## config.mk

```make
export PLATFORM = sky130hd
export DESIGN_NAME = tksel_topk
export DESIGN_NICKNAME = d
export VERILOG_FILES = /design/src/hdl/assert_macros.svh /design/src/hdl/tksel_pkg.sv /design/src/hdl/tksel_topk.sv
export SDC_FILE = /design/constraint.sdc
export NUM_CORES = 2
export LEC_CHECK = 0
export BUFFER_PORTS_ARGS = -buffer_cell sky130_fd_sc_hd__buf_2
export CAP_MARGIN = 40
export CORE_MARGIN = 2
export CORE_UTILIZATION = 45
export CTS_BUF_LIST = sky130_fd_sc_hd__clkbuf_8
export CTS_CLUSTER_SIZE = 14
export DETAILED_ROUTE_END_ITERATION = 8
export GPL_ROUTABILITY_DRIVEN = 0
export PLACE_DENSITY_LB_ADDON = 0.2
export SKIP_CTS_REPAIR_TIMING = 1
export SYNTH_ARGS = -nofsm -noshare
export SYNTH_HDL_FRONTEND = slang
export SYNTH_SLANG_ARGS = --single-unit
export TNS_END_PERCENT = 30
```

## constraint.sdc

```tcl
create_clock -name clk -period 37.4 [get_ports clk]
set_input_delay 11.22 -clock clk [delete_from_list [all_inputs] [get_ports clk]]
set_output_delay 11.22 -clock clk [all_outputs]
set_load 0.005 [all_outputs]
```

## src/hdl/assert_macros.svh

```systemverilog
// Assertion helpers for the RTL.
`ifndef ASSERT_MACROS_SVH
`define ASSERT_MACROS_SVH

// Check on every clock edge outside reset.
`define TKS_ASSERT(lbl, prop, msg) \
  lbl: assert property (@(posedge clk) disable iff (!rst_n) prop) \
    else $error(msg);

// Check on every clock edge, reset included.
`define TKS_ASSERT_ALWAYS(lbl, prop, msg) \
  lbl: assert property (@(posedge clk) prop) \
    else $error(msg);

`endif

```

## src/hdl/tksel_pkg.sv

```systemverilog
package tksel_pkg;

  localparam int KEEP_W    = 5;
  localparam int TERM_W    = 17;
  localparam int FAC_W     = 24;
  localparam int SUM_W     = 40;
  localparam int MSB_W     = 6;
  localparam int L2_W      = 21;
  localparam int LN_W      = 13;
  localparam int LP_W      = 17;
  localparam int FRAC_BITS = 16;

  localparam logic [SUM_W-1:0] SUM_LIMIT = 40'hFF_FFFF_FFFF;
  localparam logic [31:0]      E1_Q31    = 32'd2139111403;
  localparam logic [15:0]      LN2_Q16   = 16'd45426;
  localparam logic [LP_W-1:0]  LP_FLOOR  = 17'h10000;

  // Control that travels with one item down the pipeline
  typedef struct packed {
    logic valid;
    logic last;
    logic resc;
  } item_ctl_t;

  // exp(-2^i/256) in Q0.31, by repeated rounded squaring of exp(-1/256)
  function automatic logic [31:0] exp_pow(input int i);
    logic [63:0] p;
    p = {32'd0, E1_Q31};
    for (int j = 0; j < i; j++) begin
      p = ((p * p) + 64'h4000_0000) >> 31;
    end
    return p[31:0];
  endfunction

endpackage

```

## src/hdl/tksel_topk.sv

```systemverilog
module tksel_topk #(
  parameter int K_MAX     = 16,
  parameter int VOCAB_MAX = 262144,
  parameter int LB        = 16
) (
  input  logic                                   clk,
  input  logic                                   rst_n,
  input  logic                                   adv,
  input  logic                                   in_valid,
  input  logic signed [LB-1:0]                   logit,
  input  logic                                   row_last,
  input  logic [tksel_pkg::KEEP_W-1:0]           keep_count,
  output tksel_pkg::item_ctl_t                   ctl_o,
  output logic [LB-1:0]                          d_res_o,
  output logic [LB-1:0]                          d_term_o,
  output logic signed [LB-1:0]                   max_o,
  output logic                                   snap_we,
  output logic [K_MAX-1:0][LB-1:0]               snap_vals,
  output logic [K_MAX-1:0][$clog2(VOCAB_MAX)-1:0] snap_ids,
  output logic [$clog2(K_MAX+1)-1:0]             snap_n,
  output logic                                   snap_ov
);
  import tksel_pkg::*;

  localparam int IDW = $clog2(VOCAB_MAX);
  localparam int NW  = $clog2(K_MAX + 1);
  localparam int KW  = (NW > KEEP_W) ? NW : KEEP_W;
  localparam int IW  = (K_MAX > 1) ? $clog2(K_MAX) : 1;
  localparam logic signed [LB-1:0] MOST_NEG = {1'b1, {(LB-1){1'b0}}};

  logic [K_MAX-1:0][LB-1:0]  vals_r, vals_nxt, vals_sh;
  logic [K_MAX-1:0][IDW-1:0] ids_r, ids_nxt, ids_sh;
  logic [NW-1:0]             held_r, held_nxt, k, cnt, k_m1;
  logic [IDW-1:0]            pos_r, pos_nxt;
  logic                      taken_r, taken_nxt, ov_r, ov_nxt;
  logic signed [LB-1:0]      max_r, max_nxt, weakest;
  logic [KW-1:0]             kc, keff;
  logic [IW-1:0]             kidx;
  logic [K_MAX:0]            ge_ext;
  logic                      fire, held_lt, ins, resc;
  logic signed [LB:0]        dr, dt;
  tksel_pkg::item_ctl_t      ctl_r;
  logic [LB-1:0]             d_res_r, d_term_r;
  logic signed [LB-1:0]      max_out_r;

  assign fire = adv && in_valid;

  // Clamp the configured count into 1..K_MAX
  always_comb begin
    kc = KW'(keep_count);
    if (kc == '0) begin
      keff = KW'(1);
    end else if (kc > KW'(K_MAX)) begin
      keff = KW'(K_MAX);
    end else begin
      keff = kc;
    end
  end

  assign k       = keff[NW-1:0];
  assign k_m1    = k - NW'(1);
  assign kidx    = k_m1[IW-1:0];
  assign weakest = $signed(vals_r[kidx]);
  assign held_lt = held_r < k;
  assign ins     = held_lt || (logit > weakest);
  assign cnt     = held_lt ? held_r : k_m1;

  // Sorted insertion: each lane keeps, takes the new pair or takes its upper neighbor
  always_comb begin
    ge_ext[0] = 1'b1;
    vals_sh[0] = vals_r[0];
    ids_sh[0]  = ids_r[0];
    for (int j = 0; j < K_MAX; j++) begin
      ge_ext[j+1] = (NW'(j) < cnt) && ($signed(vals_r[j]) >= logit);
    end
    for (int j = 1; j < K_MAX; j++) begin
      vals_sh[j] = vals_r[j-1];
      ids_sh[j]  = ids_r[j-1];
    end
    for (int j = 0; j < K_MAX; j++) begin
      vals_nxt[j] = vals_r[j];
      ids_nxt[j]  = ids_r[j];
      if (ins && (NW'(j) <= cnt) && !ge_ext[j+1]) begin
        if (ge_ext[j]) begin
          vals_nxt[j] = logit;
          ids_nxt[j]  = pos_r;
        end else begin
          vals_nxt[j] = vals_sh[j];
          ids_nxt[j]  = ids_sh[j];
        end
      end
    end
    held_nxt = ins ? (cnt + NW'(1)) : held_r;
  end

  // Token id counter, saturating at the top of the id range
  always_comb begin
    pos_nxt   = pos_r;
    taken_nxt = taken_r;
    ov_nxt    = ov_r;
    if (pos_r < IDW'(VOCAB_MAX - 1)) begin
      pos_nxt = pos_r + IDW'(1);
    end else if (!taken_r) begin
      taken_nxt = 1'b1;
    end else begin
      ov_nxt = 1'b1;
    end
  end

  // Running max and the two exponent distances
  always_comb begin
    resc    = logit > max_r;
    max_nxt = resc ? logit : max_r;
    dr      = {logit[LB-1], logit} - {max_r[LB-1], max_r};
    dt      = {max_nxt[LB-1], max_nxt} - {logit[LB-1], logit};
  end

  // Row state, cleared after the row's last item
  always_ff @(posedge clk) begin
    if (!rst_n) begin
      held_r  <= '0;
      pos_r   <= '0;
      taken_r <= 1'b0;
      ov_r    <= 1'b0;
      max_r   <= MOST_NEG;
    end else if (fire) begin
      if (row_last) begin
        held_r  <= '0;
        pos_r   <= '0;
        taken_r <= 1'b0;
        ov_r    <= 1'b0;
        max_r   <= MOST_NEG;
      end else begin
        held_r  <= held_nxt;
        pos_r   <= pos_nxt;
        taken_r <= taken_nxt;
        ov_r    <= ov_nxt;
        max_r   <= max_nxt;
      end
    end
  end

  // Survivor lanes
  always_ff @(posedge clk) begin
    if (fire) begin
      vals_r <= vals_nxt;
      ids_r  <= ids_nxt;
    end
  end

  // Hand the item to the exponent pipeline
  always_ff @(posedge clk) begin
    if (!rst_n) begin
      ctl_r <= '0;
    end else if (adv) begin
      ctl_r.valid <= fire;
      ctl_r.last  <= row_last;
      ctl_r.resc  <= resc;
    end
  end

  always_ff @(posedge clk) begin
    if (adv) begin
      d_res_r   <= dr[LB-1:0];
      d_term_r  <= dt[LB-1:0];
      max_out_r <= max_nxt;
    end
  end

  assign ctl_o    = ctl_r;
  assign d_res_o  = d_res_r;
  assign d_term_o = d_term_r;
  assign max_o    = max_out_r;

  // Snapshot of the row at its last item
  assign snap_we   = fire && row_last;
  assign snap_vals = vals_nxt;
  assign snap_ids  = ids_nxt;
  assign snap_n    = (held_nxt < k) ? held_nxt : k;
  assign snap_ov   = ov_nxt;

endmodule

```

# == Yosys cells after proc, flatten, opt, wreduce, memory -nomap -nowiden ==
# Cells that the tools add are included.
# word_totals
regBits,636
inputBits,26
out_inout_bits,602
wordCells,254
# classes
addsub,5
n_lt_le_gt_ge,55
n_eq_ne,1
n_mux,79
reduce_logical,71
# ops
operator,count
2-to-1 mux 18 bit,33
2-to-1 mux 16 bit,34
>= comparator 16 bit,16
binary-select mux 16 bit (select 4 bit),1
logical AND 1 bit,50
<= comparator 4 x 5 -> 1 bit (first input constant),8
< comparator 4 x 5 -> 1 bit (first input constant),8
greater-than comparator 16 bit,2
subtractor 16 bit,2
2-to-1 mux 5 bit,6
<= comparator 3 x 5 -> 1 bit (first input constant),4
< comparator 3 x 5 -> 1 bit (first input constant),4
adder 18 x 1 -> 18 bit (second input constant),1
< comparator 18 bit (second input constant),1
zero test 1 bit,16
<= comparator 1 x 5 -> 1 bit (first input constant),2
<= comparator 2 x 5 -> 1 bit (first input constant),2
< comparator 1 x 5 -> 1 bit (first input constant),2
< comparator 2 x 5 -> 1 bit (first input constant),2
< comparator 5 bit,2
adder 5 x 1 -> 5 bit (second input constant),1
greater-than comparator 5 bit (second input constant),1
zero test 5 bit,1
< comparator 4 x 5 -> 1 bit (second input constant),1
other kinds (6),11

# == Depth between registers and ports, before layout ==
# logic_depth
depth_word,11
ltp_mapped,29
ltp_nobuf,23

# == Worst setup path before layout ==
# OpenSTA, ideal clock, no wires.
# synth_path
kind,input-to-output
start,input port keep_count[1] (netlist name)
end,output port snap_n[2]
t_arrival_ns,17.958
required_time_ns,26.180
path_slack_ns,8.222
stages,29
n_path_buf,6
path_cell_list,nor3_2 -> nor2_1 -> nor2_4 -> inv_2 -> buf_1 -> ha_1 -> clkbuf_1 -> buf_2 -> buf_1 -> clkbuf_1 -> mux4_2 -> mux4_2 -> inv_1 -> ha_1 -> nor2b_1 -> o211ai_1 -> a211oi_2 -> or4_1 -> a31oi_4 -> buf_4 -> nor2_1 -> a21oi_1 -> inv_1 -> ha_1 -> a21o_1 -> a21o_1 -> a41oi_1 -> nor3_1 -> mux2_2
# synth_between
elab_chain_cells,11
elab_cells_between_ends,15
cone_classes,add/sub (2); order compare (4); mux (7); reduce/logical (2)
# synth_lines
item,line_no,text
from (decl),tksel_topk.sv:12,"input logic [tksel_pkg::KEEP_W-1:0] keep_count,"
greater-than comparator 5 bit,tksel_topk.sv:53,end else if (kc > KW'(K_MAX)) begin
2-to-1 mux 5 bit,tksel_topk.sv:53,
2-to-1 mux 5 bit *,tksel_topk.sv:51,if (kc == '0) begin
subtractor 5 x 1 -> 5 bit,tksel_topk.sv:61,assign k_m1 = k - NW'(1);
binary-select mux 16 bit (select 4 bit),tksel_topk.sv:63,assign weakest = $signed(vals_r[kidx]);
2-to-1 mux 16 bit (implied by the code),tksel_topk.sv:63,
greater-than comparator 16 bit,tksel_topk.sv:65,assign ins = held_lt || (logit > weakest);
logical OR 1 bit,tksel_topk.sv:65,
2-to-1 mux 5 bit,tksel_topk.sv:93,held_nxt = ins ? (cnt + NW'(1)) : held_r;
< comparator 5 bit,tksel_topk.sv:179,assign snap_n = (held_nxt < k) ? held_nxt : k;
2-to-1 mux 5 bit *,tksel_topk.sv:179,
to (decl),tksel_topk.sv:20,"output logic [$clog2(K_MAX+1)-1:0] snap_n,"
# Every way passes the cells marked *; elsewhere a longest branch is shown, timed or not. The select of a mux whose other input is x is not followed.

# == Worst setup path in the final report ==
# layout_path
start,input port keep_count[1] (netlist name)
end,output port snap_n[4]
# The elaborated chain is that of the path after synthesis.

==> impl_results.md <==
- Status: completed
- Worst path max stage delay: between 0.5 and 0.6 ns
- Syn_nets: 4,140
- Final TNS setup: 0 ns
- Register area share after synthesis: 0.4383
- Startpoint Class: primary input
- Initial DRC Count: 3,491
- Final nets: approximately 4,700
- Actual slew at the worst max-slew pin: between 0.9 and 1 ns
- RSZ-0062 raised after global routing: false
- Ys flop type: edfxtp_1
- Die area: 97,060 sq um
- Total of max-cap violations: 0
- Core area: 93,470 sq um
- Combinational power share: 0.335
- CP Data Required Time: 26.18 ns
- Syn. warnings: 0
- Worst slack at placement: 7.431 ns
- Clock Latency Late Sink: 0.84 ns
- Number of synthesized flops with an enable pin: between 500 and 600
- Num rows: 112
- Synth cell types: a little under 100
- Share of layout cells above drive strength 1: 0.2820
- P_int: between 0.001 and 0.0015 W
- Grt ovf: 0
- Fin worst setup slack: around 7.4 ns
- Clock sink count: ~640
- First-pass iteration count of the detailed router: 6
- Period minus WS final: 29.98 ns
- CP delay by family, top: buffers and inverters
- # placed instances: 5,506
- Via count: between 30,000 and 40,000
- Clock skew: 0.05984 ns
- Endpoints failing setup: 0
- I/O pins: 628
- Synthesized area: 42,560 sq um
- DRC violations left: 0
- Max Fanout on Critical Path: 39
- Register bit total from synthesis: 636
- Htree depth: 3
- Fraction of registers with async set/reset: 0
- Synth Area per Inst: roughly 11 sq um
- Synth Instances: 3,796
- Pleak: 20.23 nW
- Clk slew on worst S/H paths: roughly 0.060 ns
- Pin count of the biggest net entering global routing: 165
- CTS Buffer Depth: 3
- Sequential share of power: 0.394
- Fin crit share: 0.8016
- Net Sw Frac: 0.3625
- Wirelength per Cell: roughly 29 um
- Syn-to-layout area delta: 15.83%
- Crit path DAT: 18.76 ns
- Worst IR Drop VDD: 0.00003262 V
- Switching power: approximately 0.00085 W
- Vias in the first global route: 34,030
- Port Buf Inserts: 627
- Routed Antenna Nets: 0
- Routed WL: between 150,000 and 200,000 um
- CTS tree: built
- Gr usage total: 0.3361
- Initial antenna violation count: 3
- CTS buffer count: between 100 and 150
- Hold Crit Class: flop to flop
- Final Non-Filler Cells: 5,709
- Final hold violation count: 0
- Critical Path Slowest Stage Cell: mux4_2
- P per Cell Area: 47.67 nW/um^2
- Via density per instance: 6.127
- Crit Path Class: primary input to output port
- Post-DP HPWL: 123,400 um
- Initial Utilization: 0.4554
- Die Ht: 311.6 um
- Clock power frac: 0.271
- Slew Viols, Final: 0
- Rel. slew slack: 0.3601
- Fmax: 0.03336 GHz
- First-pass GRT wire length: 239,900 um
- Die Wd: between 300 and 400 um
- CTS root buf: clkbuf_8
- Crit path capture type: output port
- CP Buf/Inv Count: 8
## placed cells by master, fill, tap and decap left out, drive strengths merged, types with 6 or more instances in the layout
| cell type | count |
|---|---|
| nand2b | 23 |
| clkinv | 26 |
| a211o | 9 |
| nor2b | 19 |
| a31oi | 28 |
| nand4b | 16 |
| mux4 | 80 |
| nor2 | 321 |
| xnor2 | 23 |
| buf | 721 |
| or3 | 27 |
| nand3 | 33 |
| nand2 | 215 |
| a211oi | 17 |
| clkbuf | 117 |
| xor2 | 13 |
| mux2i | 378 |
| o21bai | 6 |
| nor4 | 8 |
| inv | 205 |
| o31ai | 7 |
| o21a | 12 |
| nor3 | 29 |
| o21ai | 258 |
| mux2 | 273 |
| o211ai | 18 |
| and4 | 16 |
| a21oi | 356 |
| edfxtp | 592 |
| and3 | 12 |
| nand4 | 40 |
| a21o | 36 |
| o22ai | 75 |
| dfxtp | 44 |
| ha | 316 |
## power by group through the flow
stage	Combinational [W]	Sequential (W)	Clock (W)
finish	0.000787	0.000927	0.000637
global route	0.000843	0.000929	0.000675
CTS	0.000780	0.000924	0.000647
detailed placement	0.000777	0.000938	0
global placement	0.000764	0.000938	0
floorplan	0.000471	0.000925	0
## path summary, 6_finish.rpt
kind | startpoint | endpoint | slack [ns] | cells past startpoint
worst max-delay path | keep_count[1] | snap_n[4] | 7.42 | 28
worst min-delay path | max_r[5] | max_r[5] | 0.47 | 2
worst max register to register | max_r[0] | d_term_o[14] | 31.75 | 20
worst min register to register | max_r[5] | max_r[5] | 0.47 | 2
## stage by stage
stage	hold slack, ns	area (sq um)	util	total power, W
after floorplan	0.4386	42560	-	0.001396
after global placement	0.4511	46730	0.5000	0.001702
after detailed placement	0.4569	47200	0.5050	0.001715
after CTS	0.4661	49290	0.5274	0.002351
after global routing	0.4813	49300	0.5275	0.002447
final	0.4671	49300	0.5275	0.002350
## logic make-up after synthesis
| kind of cell | Yosys count | share of synthesized area |
|---|---|---|
| AO/OA/AOI/OAI | 873 | 0.1194 |
| AND/OR/NAND/NOR | 783 | 0.08560 |
| multiplexers | 731 | 0.2116 |
| flip-flops | 636 | 0.4383 |
| buffers and inverters | 419 | 0.04377 |
| adder cells (fa/ha/maj) | 318 | 0.09383 |
| XOR/XNOR | 36 | 0.007408 |
## tightest hold or removal path: cells and delay by family, from the launching register on
family	cells	cell delay (ns)
flops	1	0.31
compound gates	1	0.06
simple gates	1	0.05
## routing by layer
metal | vias up | global-route usage | wire length (um)
met3 | 561 | 0.08712 | 15160
met1 | 16910 | 0.3900 | 61350
met2 | 1972 | 0.5495 | 78230
met5 | - | 0 | 0
li1 | 15530 | - | -
met4 | 0 | 0.2218 | 13040
## flip-flops by register name, indices dropped and copies added (netlist names)
register / flops
pos_r: 18
d_res_o: 16
ctl_o: 3
taken_r: 1
max_o: 16
max_r: 16
vals_r: 256
ov_r: 1
ids_r: 288
d_term_o: 16
held_r: 5
## cell type report
class / instances / area [sq um]
well taps: 1254 / 1569
fillers: 8503 / 44170
repair buffers: 721 / 4144
clock buffers: 117 / 1610
flip-flops and latches: 636 / 18660
inverters: 154 / 585.6
diodes: 4 / 10.01
multi-input cells: 2741 / 22250
clock inverters: 82 / 481.7
## cell usage after synthesis (32+ instances only)
library cell,number,area (sq um)
o21ai_0,214,1071
inv_1,151,566.8
mux2_2,169,1903
a21o_1,36,270.3
nor2_1,317,1190
mux2_4,85,1276
o21ai_1,42,210.2
mux2i_1,375,3754
mux4_2,80,1802
nand2_1,215,807.0
dfxtp_1,44,880.8
nand4_1,40,250.2
buf_2,64,320.3
edfxtp_1,592,17780
nand3_1,32,160.2
ha_1,316,3954
o22ai_1,75,469.2
clkbuf_1,152,570.6
a21oi_1,352,1762
Note: power is estimated with default switching activity, not from simulation.
